`src/rtl/qrs_pkg.sv`:
```
`default_nettype none
package qrs_pkg;

    localparam int CW     = 32;
    localparam int FB     = 16;
    localparam int G      = 8;
    localparam int DW     = 2 * CW + 1;
    localparam int SK     = (DW + 2 * G + 1) / 2;
    localparam int SX     = 2 * SK;
    localparam int RW     = SK + 2;
    localparam int MW     = SK + 1;
    localparam int DENW   = CW + 1;
    localparam int RMW    = DENW + 1;
    localparam int QB     = CW;
    localparam int NW     = MW + FB - G + 1;
    localparam int TOLA_W = CW - 1;
    localparam int TOLD_W = 2 * CW - 1;
    localparam int CFG_W  = TOLD_W;
    localparam int CFG_IW = 1;

    localparam logic [CFG_IW-1:0] CFG_COEFF_TOL = 1'b0;
    localparam logic [CFG_IW-1:0] CFG_DISC_TOL  = 1'b1;

    localparam logic [1:0] CNT_NONE = 2'd0;
    localparam logic [1:0] CNT_ONE  = 2'd1;
    localparam logic [1:0] CNT_TWO  = 2'd2;
    localparam logic [1:0] CNT_ANY  = 2'd3;

    typedef enum logic [1:0] {
        MODE_NONE,
        MODE_ONE,
        MODE_TWO
    } t_mode;

    typedef struct packed {
        logic signed [CW-1:0] coef_quad;
        logic signed [CW-1:0] coef_lin;
        logic signed [CW-1:0] coef_const;
    } t_in;

    typedef struct packed {
        logic [1:0]           root_count;
        logic signed [CW-1:0] root_first;
        logic signed [CW-1:0] root_second;
        logic                 root_overflow;
    } t_out;

    typedef struct packed {
        logic [RW-1:0] rem;
        logic [SK-1:0] root;
        logic [SX-1:0] x;
    } t_sq;

    typedef struct packed {
        logic [RMW-1:0]  rem;
        logic [QB-1:0]   nq;
        logic [DENW-1:0] den;
    } t_dv;

    typedef struct packed {
        t_mode           mode;
        logic [1:0]      count;
        logic            an;
        logic            bs;
        logic [CW-1:0]   am;
        logic [CW-1:0]   bm;
        logic            neg1;
        logic [NW-1:0]   num1;
        logic [DENW-1:0] den;
    } t_side;

    typedef struct packed {
        logic [1:0] count;
        logic       rep1;
        logic       rep2;
        logic       neg1;
        logic       neg2;
        logic       big1;
        logic       big2;
    } t_dside;

endpackage
`default_nettype wire

```
`src/rtl/qrs_div_cell.sv`:
```
`default_nettype none
module qrs_div_cell (
    input  wire logic         i_clk,
    input  wire logic         i_en,
    input  wire qrs_pkg::t_dv i_dv,
    output qrs_pkg::t_dv      o_dv
);
    import qrs_pkg::*;

    t_dv            r_dv;
    logic [RMW-1:0] w_rem2;
    logic [RMW-1:0] w_den;
    logic           w_ge;

    always_comb begin
        w_rem2 = {i_dv.rem[DENW-1:0], i_dv.nq[QB-1]};
        w_den  = {1'b0, i_dv.den};
        w_ge   = (w_rem2 >= w_den);
    end

    always_ff @(posedge i_clk) begin
        if (i_en) begin
            r_dv.rem <= w_ge ? (w_rem2 - w_den) : w_rem2;
            r_dv.nq  <= {i_dv.nq[QB-2:0], w_ge};
            r_dv.den <= i_dv.den;
        end
    end

    assign o_dv = r_dv;
endmodule
`default_nettype wire

```
`config.mk`:
```
export PLATFORM = sky130hd
export DESIGN_NAME = qrs_div_cell
export DESIGN_NICKNAME = d
export VERILOG_FILES = /design/src/rtl/qrs_pkg.sv /design/src/rtl/qrs_div_cell.sv
export SDC_FILE = /design/constraint.sdc
export NUM_CORES = 1
export LEC_CHECK = 0
export BUFFER_PORTS_ARGS = -buffer_cell sky130_fd_sc_hd__buf_2
export CORE_ASPECT_RATIO = 1.1
export CORE_MARGIN = 2
export CORE_UTILIZATION = 40
export DETAILED_ROUTE_END_ITERATION = 6
export GPL_TIMING_DRIVEN = 0
export HOLD_SLACK_MARGIN = 0.06
export PLACE_DENSITY = 0.73
export SETUP_SLACK_MARGIN = 0.5
export SYNTH_ARGS = -nofsm -noshare
export SYNTH_HDL_FRONTEND = slang
export SYNTH_SLANG_ARGS = --single-unit
export TNS_END_PERCENT = 5
```
`constraint.sdc`:
```
create_clock -name i_clk -period 7.35 [get_ports i_clk]
set_input_delay 0.735 -clock i_clk [delete_from_list [all_inputs] [get_ports i_clk]]
set_output_delay 0.735 -clock i_clk [all_outputs]
set_load 0.1 [all_outputs]
```
## After elaboration in Yosys (flattened, before gate mapping)

Index checks and enable logic that the tools add are counted.

| operators by class | value |
|---|---|
| $add $sub $neg | 1 |
| multiplexer cells | 1 |
| order comparisons | 1 |

Operators with widths:

| kind | count |
|---|---|
| $ge A34 B33 Y1 | 1 |
| $mux W34 | 1 |
| $sub A34 B33 Y34 | 1 |

| storage, ports and cells | value |
|---|---|
| word-level logic and storage cells | 6 |
| bits in registers | 99 |
| output and inout port bits | 99 |
| bits of input ports | 101 |

## Longest topological paths before layout

| depth | value |
|---|---|
| depth in word-level cells | 2 |
| mapped depth | 13 |
| depth with buffers taken out | 12 |

## Least setup slack after synthesis

No wires, ideal clock.

| timing path | value |
|---|---|
| path kind | in2reg |
| start | input port i_dv[64] (netlist bit) |
| end | register r_dv (netlist bit o_dv[66]) (data pin) |
| required time | 7.090 ns |
| stages on the path | 12 |
| buffers on the path | 1 |
| setup time | 0.260 ns |
| slack | 4.279 ns |
| arrival | 2.811 ns |
| cell sequence | inv_1 ha_1 inv_1 fa_1 a211oi_1 o21ai_0 o211ai_1 nand2_1 a31oi_4 o21ai_2 buf_6 mux2_4 |

| on the way | value |
|---|---|
| longest elaborated chain between the ends | 2 |
| elaborated cells between the ends (all ways) | 3 |
| classes of those cells | add/sub (1); order compare (1); mux (1) |

RTL lines:

| item | RTL line | RTL |
|---|---|---|
| start, declared | qrs_div_cell.sv:5 | `input wire qrs_pkg::t_dv i_dv,` |
| $sub A34 B33 Y34 or $ge A34 B33 Y1 (tied branches) | qrs_div_cell.sv:23, qrs_div_cell.sv:18 |  |
| $mux W34 (*) | qrs_div_cell.sv:23 | `r_dv.rem <= w_ge ? (w_rem2 - w_den) : w_rem2;` |
| end, declared | qrs_div_cell.sv:10 | `t_dv r_dv;` |

Mark *: on every way between the ends. The rest lies on a longest branch, timed or not.
A chain may end at the register's enable or synchronous reset.

## Worst setup path after layout

| timing path | value |
|---|---|
| start | input port i_dv[64] (netlist bit) |
| end | register r_dv (netlist bit o_dv[97]) (data pin) |

Same word-level chain as after synthesis.

==> flow_summary.toml <==
[outcome]
status = "completed"

[cts]
cts-root-buf = "clkbuf_16"
cts_buffers = 9
clk_pin_slew_ns = 0.07
cts_tree = "built"
hold_buffers = 0
h-tree-depth = 3
ctsResizeCount = 0
postCtsSetupBuffers = 0
cts_buffer_depth = 2
cts_num_sinks = 99

[synthesis]
yosysUniqueCellTypes = 54
synthCells = 452
synth_area_leader_cell = "edfxtp_1"
synth_nets = 587
avgSynthCellArea_sq_um = 11.87
yosys_warnings = 0
ys_ff_latch = 99
synthTopCellsByArea = "edfxtp_1, ha_1, a21oi_1"
synth_edf_count = 99
seq_area_frac_synth = 0.5540
synth_top_area_share = 0.5540
synth_ff_type = "edfxtp_1"
synthesis.area_sq_mm = 0.005366
synthArstFlopShare = 0

[critical_path]
worstPathRequired_ns = 7.45
worstPathMaxFanout = 4
worstSetupEndpointType = "flop"
timing.critical_path.from = "i_dv[64]"
worstPathCellList = "buf_2 -> inv_1 -> ha_1 -> inv_1 -> fa_1 -> a211oi_1 -> o21ai_0 -> o211ai_1 -> a21boi_0 -> a21oi_2 -> o21bai_1 -> xor2_1 -> mux2_4"
cpMostUsedCell = "inv_1"
worst-path-buf-inv = 3
critical_path_arrival_ns = 3.45
crit_slowest_cell = "fa_1"
path_class = "in -> reg"
start_kind = "input pin"
path_depth = 13
cp_top_family = "compound AO/OA/AOI/OAI gates"
max_stage_delay_ns = 0.42

[grt]
grt_max_degree = 61
track_usage = 0.1888
grt_overflow = 0
grt_pass1_wl_microns = 21110
grt_pass1_vias = 4346
grt_antenna_before_repair = 0

[timing]
min_period_ns = 3.346
maxSlewViolCount = 0
final.period_utilization = 0.4552
slew_headroom = 0.5586
fmax_ghz = 0.2989
worstMarginPinSlew_ns = 0.6562
setup_viol = 0
hold_viol_final = 0
fin_tns_setup_ns = 0
rsz0062_at_grt = "no"

[floorplanning]
die_w_microns = 114.4
row_count = 44
core-area_sq_mm = 0.01316
fp.dieH_microns = 125.5
die-area_sq_mm = 0.01436
ios = 200
start_util = 0.4079

[min_path]
min_from = "i_dv[45]"
worstHoldPathType = "in -> reg"
hold_path_depth = 1

[route]
ant_nets = 0
drt_iter0_markers = 403
drc_errors = 0
via_count = 4274
avgRoutedWirePerCell_microns = 16.51
avgViaCountPerCell = 5.162
dr.pass1.iters = 6
routed_wl_microns = 13670

[power]
power_w = 0.001995
p_leak_nw = 3.121
ir_drop_uv = 111.9
power.density_mw_per_mm2 = 288.5

[place]
numPortBuffers = 198
dp_cells = 812
dp_hpwl_microns = 10380
gp_congestion = 0.8380

[cells_and_area]
drive_above_1_share = 0.3628
final_net_count = 797
area_growth_pct = 28.84
finalNonFillerCells = 828
multi_input_area_sq_mm = 0.002160
fill_cells = 1169
register_area_sq_mm = 0.002973
antenna_cells = 0
largest_reg_flops = 99

[job]
drv_cap = 0
[logic make-up after synthesis]
group / after synthesis / share of synthesized area
AND/OR/NAND/NOR: 90 / 0.07788
buffers and inverters: 55 / 0.04360
flip-flops: 99 / 0.5540
adder cells (fa/ha/maj): 34 / 0.08067
multiplexers: 10 / 0.02705
XOR/XNOR: 29 / 0.04733
AO/OA/AOI/OAI: 135 / 0.1695
[final timing paths]
kind,endpoint,slack [ns]
hold / removal,o_dv[46],0.55
setup / recovery,o_dv[97],4.00
[cell type report]
cell class	count	share of cell area
Sequential cell	99	0.4300
Multi-Input combinational cell	298	0.3123
Timing Repair Buffer	199	0.1477
Clock buffer	10	0.03312
Tap cell	161	0.02913
Inverter	41	0.02226
Clock inverter	6	0.01393
Buffer	14	0.01158
[report_power, final]
part           internal (W)  switching [W]  total [W]
clock network      0.000303       0.000215   0.000518
registers          0.000695      0.0000141   0.000709
logic              0.000162       0.000605   0.000768
[layout by cell type, fill, tap and decap left out, types with 6 or more instances in the layout]
master / n
nand2_1: 23
nand3_1: 7
and3_1: 6
xnor2_1: 18
clkbuf_1: 7
buf_2: 200
nor2_1: 33
ha_1: 33
a21o_1: 13
o21ai_0: 22
mux2_4: 9
edfxtp_1: 99
a21oi_1: 53
xor2_1: 11
inv_1: 41
clkbuf_16: 9
[stage by stage]
stage	setup WS (ns)	util	hold WS (ns)	instance area [sq um]
global placement	3.667	0.4985	0.9116	6559
floorplan	4.279	-	0.8339	5366
detailed placement	3.666	0.5008	0.9133	6589
global route	3.858	0.5255	0.5409	6914
finish	4.004	0.5255	0.5512	6914
CTS	4.000	0.5255	0.5384	6914
[Yosys cell counts (6+ instances only)]
cell type and count:
clkbuf_1 6, nand2_1 23, a21o_1 13, ha_1 33, nor2_1 33, inv_1 41
edfxtp_1 99, o21ai_0 22, a21oi_1 53, mux2_4 9, xnor2_1 18, and3_1 6
nand3_1 7, xor2_1 11
[per-layer routing]
metal | vias up | share of wire | routed length (microns) | track usage
li1 | 2095 | - | - | -
met1 | 1988 | 0.38 | 5257 | 0.2112
met2 | 168 | 0.51 | 6985 | 0.3352
met3 | 23 | 0.083 | 1141 | 0.05574
met4 | 0 | 0.021 | 287 | 0.07174
met5 | - | 0 | 0 | 0
(Power assumes the default switching activity.)
