File: config.mk
export PLATFORM = sky130hd
export DESIGN_NAME = qrs_sqrt_cell
export DESIGN_NICKNAME = d
export VERILOG_FILES = /design/src/rtl/qrs_pkg.sv /design/src/rtl/qrs_sqrt_cell.sv
export SDC_FILE = /design/constraint.sdc
export NUM_CORES = 1
export LEC_CHECK = 0
export BUFFER_PORTS_ARGS = -buffer_cell sky130_fd_sc_hd__buf_2
export CAP_MARGIN = 5
export CORE_MARGIN = 3
export CORE_UTILIZATION = 45
export DETAILED_ROUTE_END_ITERATION = 16
export PLACE_DENSITY_LB_ADDON = 0.25
export SETUP_SLACK_MARGIN = 0.5
export SLEW_MARGIN = 30
export SYNTH_ARGS = -nofsm -noshare
export SYNTH_HDL_FRONTEND = slang
export SYNTH_SLANG_ARGS = --single-unit
File: constraint.sdc
create_clock -name i_clk -period 2.7 [get_ports i_clk]
set_input_delay 0.27 -clock i_clk [delete_from_list [all_inputs] [get_ports i_clk]]
set_output_delay 0.27 -clock i_clk [all_outputs]
set_load 0.01 [all_outputs]
File: src/rtl/qrs_pkg.sv
`default_nettype none
package qrs_pkg;

    localparam int CW     = 32;
    localparam int FB     = 16;
    localparam int G      = 8;
    localparam int DW     = 2 * CW + 1;
    localparam int SK     = (DW + 2 * G + 1) / 2;
    localparam int SX     = 2 * SK;
    localparam int RW     = SK + 2;
    localparam int MW     = SK + 1;
    localparam int DENW   = CW + 1;
    localparam int RMW    = DENW + 1;
    localparam int QB     = CW;
    localparam int NW     = MW + FB - G + 1;
    localparam int TOLA_W = CW - 1;
    localparam int TOLD_W = 2 * CW - 1;
    localparam int CFG_W  = TOLD_W;
    localparam int CFG_IW = 1;

    localparam logic [CFG_IW-1:0] CFG_COEFF_TOL = 1'b0;
    localparam logic [CFG_IW-1:0] CFG_DISC_TOL  = 1'b1;

    localparam logic [1:0] CNT_NONE = 2'd0;
    localparam logic [1:0] CNT_ONE  = 2'd1;
    localparam logic [1:0] CNT_TWO  = 2'd2;
    localparam logic [1:0] CNT_ANY  = 2'd3;

    typedef enum logic [1:0] {
        MODE_NONE,
        MODE_ONE,
        MODE_TWO
    } t_mode;

    typedef struct packed {
        logic signed [CW-1:0] coef_quad;
        logic signed [CW-1:0] coef_lin;
        logic signed [CW-1:0] coef_const;
    } t_in;

    typedef struct packed {
        logic [1:0]           root_count;
        logic signed [CW-1:0] root_first;
        logic signed [CW-1:0] root_second;
        logic                 root_overflow;
    } t_out;

    typedef struct packed {
        logic [RW-1:0] rem;
        logic [SK-1:0] root;
        logic [SX-1:0] x;
    } t_sq;

    typedef struct packed {
        logic [RMW-1:0]  rem;
        logic [QB-1:0]   nq;
        logic [DENW-1:0] den;
    } t_dv;

    typedef struct packed {
        t_mode           mode;
        logic [1:0]      count;
        logic            an;
        logic            bs;
        logic [CW-1:0]   am;
        logic [CW-1:0]   bm;
        logic            neg1;
        logic [NW-1:0]   num1;
        logic [DENW-1:0] den;
    } t_side;

    typedef struct packed {
        logic [1:0] count;
        logic       rep1;
        logic       rep2;
        logic       neg1;
        logic       neg2;
        logic       big1;
        logic       big2;
    } t_dside;

endpackage
`default_nettype wire

File: src/rtl/qrs_sqrt_cell.sv
`default_nettype none
module qrs_sqrt_cell (
    input  wire logic        i_clk,
    input  wire logic        i_en,
    input  wire qrs_pkg::t_sq i_sq,
    output qrs_pkg::t_sq     o_sq
);
    import qrs_pkg::*;

    t_sq             r_sq;
    logic [RW-1:0]   w_rem2;
    logic [RW-1:0]   w_trial;
    logic            w_take;

    always_comb begin
        w_rem2  = {i_sq.rem[RW-3:0], i_sq.x[SX-1 -: 2]};
        w_trial = {i_sq.root, 2'b01};
        w_take  = (w_rem2 >= w_trial);
    end

    always_ff @(posedge i_clk) begin
        if (i_en) begin
            r_sq.rem  <= w_take ? (w_rem2 - w_trial) : w_rem2;
            r_sq.root <= {i_sq.root[SK-2:0], w_take};
            r_sq.x    <= {i_sq.x[SX-3:0], 2'b00};
        end
    end

    assign o_sq = r_sq;
endmodule
`default_nettype wire

# --- Yosys cells after proc, flatten, opt, wreduce, memory -nomap -nowiden ---
# Cells that the tools add are included.
totals:
  out_inout_bits: 166
  elab_cells: 6
  inputBits: 168
  ff_bits: 164
op_classes:
  n_addsub: 1
  n_mux: 1
  n_lt_le_gt_ge: 1
ops:
  columns: ["cell", "n"]
  rows:
  - [">= comparator 43 bit", 1]
  - ["2-to-1 mux 43 bit", 1]
  - ["subtractor 43 bit", 1]

# --- Logic depth before layout (Yosys ltp) ---
depth:
  word_depth: 2
  mapped_depth: 14
  depth_no_buf: 11

# --- Worst setup path before layout ---
# No wires, ideal clock.
synth_path:
  path_kind: "input to register"
  startpoint: "input i_sq[83] in the netlist's numbering"
  endpoint: "register r_sq, in the netlist o_sq[143] (data pin)"
  setup_slack_ns: -0.041
  path_stages: 13
  arrival_time_ns: 2.481
  setup_ns: 0.260
  required_ns: 2.440
  path_cell_list: "inv_1 -> ha_1 -> o211ai_1 -> o211a_1 -> nor3_2 -> o2111ai_1 -> a21oi_2 -> o2111a_2 -> nor2_8 -> inv_4 -> buf_12 -> buf_12 -> mux2_4"
synth_between:
  elab_chain_len: 2
synth_lines:
  columns: ["item", "line_no", "source"]
  rows:
  - ["from (decl)", "qrs_sqrt_cell.sv:5", "input wire qrs_pkg::t_sq i_sq,"]
  - ["subtractor 43 bit / >= comparator 43 bit (equally long branches)", "qrs_sqrt_cell.sv:23, qrs_sqrt_cell.sv:18", null]
  - ["2-to-1 mux 43 bit *", "qrs_sqrt_cell.sv:23", "r_sq.rem <= w_take ? (w_rem2 - w_trial) : w_rem2;"]
  - ["to (decl)", "qrs_sqrt_cell.sv:10", "t_sq r_sq;"]
# Mark *: on every way between the ends. The rest lies on a longest branch, timed or not.
# A chain may end at the register's enable or synchronous reset.

# --- Worst setup path in the final report ---
layout_path:
  startpoint: "input i_sq[101] in the netlist's numbering"
  endpoint: "register r_sq, in the netlist o_sq[133] (data pin)"
layout_between:
  elab_chain_len: 2
layout_lines:
  columns: ["item", "line_no", "source"]
  rows:
  - [">= comparator 43 bit", "qrs_sqrt_cell.sv:18", "w_take = (w_rem2 >= w_trial);"]
  - ["2-to-1 mux 43 bit", "qrs_sqrt_cell.sv:23", null]
# No other way between the ends.

==> results_dict.tcl <==
set metrics [dict create \
    grt_pass1_wl_mm 38.83 \
    cts_htree_levels 4 \
    synthCells 683 \
    io_pins 334 \
    p_leak_nw 5.674 \
    cpPeakStageDelay_ps 330 \
    synth_top_area_share_pct 57.46 \
    power_density_nw_per_um2 588.4 \
    multiInputGateArea_um2 3909 \
    grt_use_total_pct 24.28 \
    core_um2 18330 \
    place.gp.congestion 0.8775 \
    dp_slack_ps -161.8 \
    hp-start "i_sq[5]" \
    finalSetupViolations 0 \
    portBuffers 329 \
    final-seq-area_um2 4925 \
    p_int_mw 5.326 \
    stdcell_count 1377 \
    crit_path_end_kind "flip-flop" \
    p_sw_share_pct 29.29 \
    cts_buffer_depth 2 \
    cts_tree "built" \
    startpoint "i_sq[101]" \
    maxCapViolations 0 \
    synth_area_leaders "edfxtp_1 (57%), ha_1 (6.3%), mux2_2 (2.8%)" \
    cts.sinks 164 \
    largest_reg_flops 164 \
    dr.pass1.iters 5 \
    die_x_um 144.0 \
    nNetsFinal 1346 \
    cp.arrival_ps 2620 \
    ys_types 60 \
    cp.required_ps 2880 \
    worst_slew_pin_slew_ps 643.5 \
    routed_wl_mm 26.19 \
    crit_chain "buf_2, inv_1, ha_1, nand4_1, buf_4, o22ai_2, nor3_2, a21oi_2, o2111a_2, nor2_8, clkinv_4, buf_6, buf_12, mux2_2" \
    overflow 0 \
    rsz0062_at_grt "yes" \
    ctsRootBufferMaster "clkbuf_16" \
    viasPerCell 5.298 \
    start_util_pct 46.75 \
    rows 49 \
    diodes 0 \
    status "complete, no violations" \
    seqPwrFrac_pct 41.7 \
    ys_seq_elements 164 \
    synthToLayoutAreaGrowth_pct 49.36 \
    setup_ws_ps 261.8 \
    synth_commonest_cells "edfxtp_1 (164), inv_1 (51), a21oi_1 (44)" \
    ant_nets 0 \
    grt_antenna_before_repair 4 \
    hold_violations 0 \
    drive_gt1_share_pct 53.92 \
    synthArstFlopShare_pct 0 \
    dp_cells 1314 \
    hold_class "input pin to flip-flop" \
    synth-edff-count 164 \
    ir_drop_v 0.0004590 \
    yosysTopAreaCell "edfxtp_1" \
    synthFlopType "edfxtp_1" \
    worst-setup-path-type "input pin to flip-flop" \
    syn_area_um2 8571 \
    remaining_drc_errors 0 \
    p_clk_share_pct 31.3 \
    path_clk_slew_ps 70 \
    crit_path_max_fanout 8 \
    grt_pass1_vias 7166 \
    fmax_mhz 410.1 \
    final_max_slew_viol_count 0 \
    p_switching_mw 2.206 \
    relSlewSlack_pct 57.10 \
    die-area_um2 20740 \
    synth_seq_area_share_pct 57.46 \
    vias 7296 \
    fp.dieH_um 144.0 \
    post-route-period-util_pct 90.30 \
    worst_setup_path_start_kind "input pin" \
    yosysMostFrequentCell "edfxtp_1" \
    cts_buffers 17 \
    yosys_warnings 0 \
    drt_iter0_markers 437 \
    dpl.hpwl_mm 19.88 \
    synthesis.area_per_instance_um2 12.55 \
    worst_path_max_delay_cell "mux2_2" \
    min_period_ps 2438 \
    grt_max_degree 58 \
    fill_cells 1359 \
    combPwrFrac_pct 27.0 \
    routedWlPerCell_um 19.02 \
]
area by class of cell:
type / count / share of cell area, %
sequential: 164 / 38.47
multi-input combinational: 441 / 30.53
clock buffer: 18 / 3.353
timing repair buffer: 459 / 22.51
clock inverter: 14 / 1.114
tap: 229 / 2.238
inverter: 52 / 1.779
routing by layer:
metal  global-route usage, %  share of wire (%)  vias to the layer above
met3                   7.011                8.8                       60
met4                   9.267                3.0                        8
li1                        -                  -                     3476
met5                       0               0.13                        -
met2                   41.11                 50                      313
met1                   29.45                 38                     3439
critical path: cells and delay by family:
family,cells,cell delay [ps]
AOI/OAI and AO/OA,3,680
muxes,1,330
and+or+nand+nor,3,340
buffers and inverters,6,680
adders and majority gates,1,290
stage by stage:
step	TNS, ps	area, um^2	utilization, %	hold WS, ps	power, mW
final	0	12800	69.83	15.98	7.533
after global routing	0	12800	69.83	0.3632	7.858
after CTS	0	12460	67.95	0.09279	7.487
after detailed placement	-4457	11440	62.40	448.1	4.988
after global placement	-3452	11440	62.40	446.7	4.959
after floorplan	0	8949	-	368.9	4.209
kinds of logic (layout without fill, tap and decap cells):
group	Yosys count	in the layout	share of synthesized area, %
AO/OA/AOI/OAI	165	165	13.15
other	1	2	0.04375
adder cells (fa/ha/maj)	43	43	6.277
XOR/XNOR	33	33	3.372
flip-flops	164	164	57.46
AND/OR/NAND/NOR	162	162	9.694
multiplexers	36	36	5.387
buffers and inverters	79	543	4.613
power by group through the flow:
stage | Combinational [mW] | Sequential [mW] | Clock [mW]
CTS | 1.93 | 3.14 | 2.41
global placement | 1.76 | 3.20 | 0
global route | 2.19 | 3.17 | 2.50
finish | 2.03 | 3.14 | 2.36
detailed placement | 1.79 | 3.20 | 0
floorplan | 0.863 | 3.35 | 0
path summary, 6_finish.rpt:
kind	to	slack (ps)	depth (start not counted)
max	o_sq[133]	260	14
min	o_sq[7]	20	1
timing repair:
item,CTS,global route
setup buffers,12,7
hold buffers,6,3
endpoints found under the hold margin,6,3
gates cloned,2,1
endpoints found under the setup margin,41,43
pin swaps,6,23
resized for setup,49,45
placed cells by master (no fill, tap or decap), drive strengths merged, types with 23 or more instances in the layout:
master / count
nor2: 38
xnor2: 23
inv: 57
ha: 43
buf: 449
nand2: 37
a21oi: 49
edfxtp: 164
mux2: 36
a21o: 26
(Power assumes the default switching activity.)
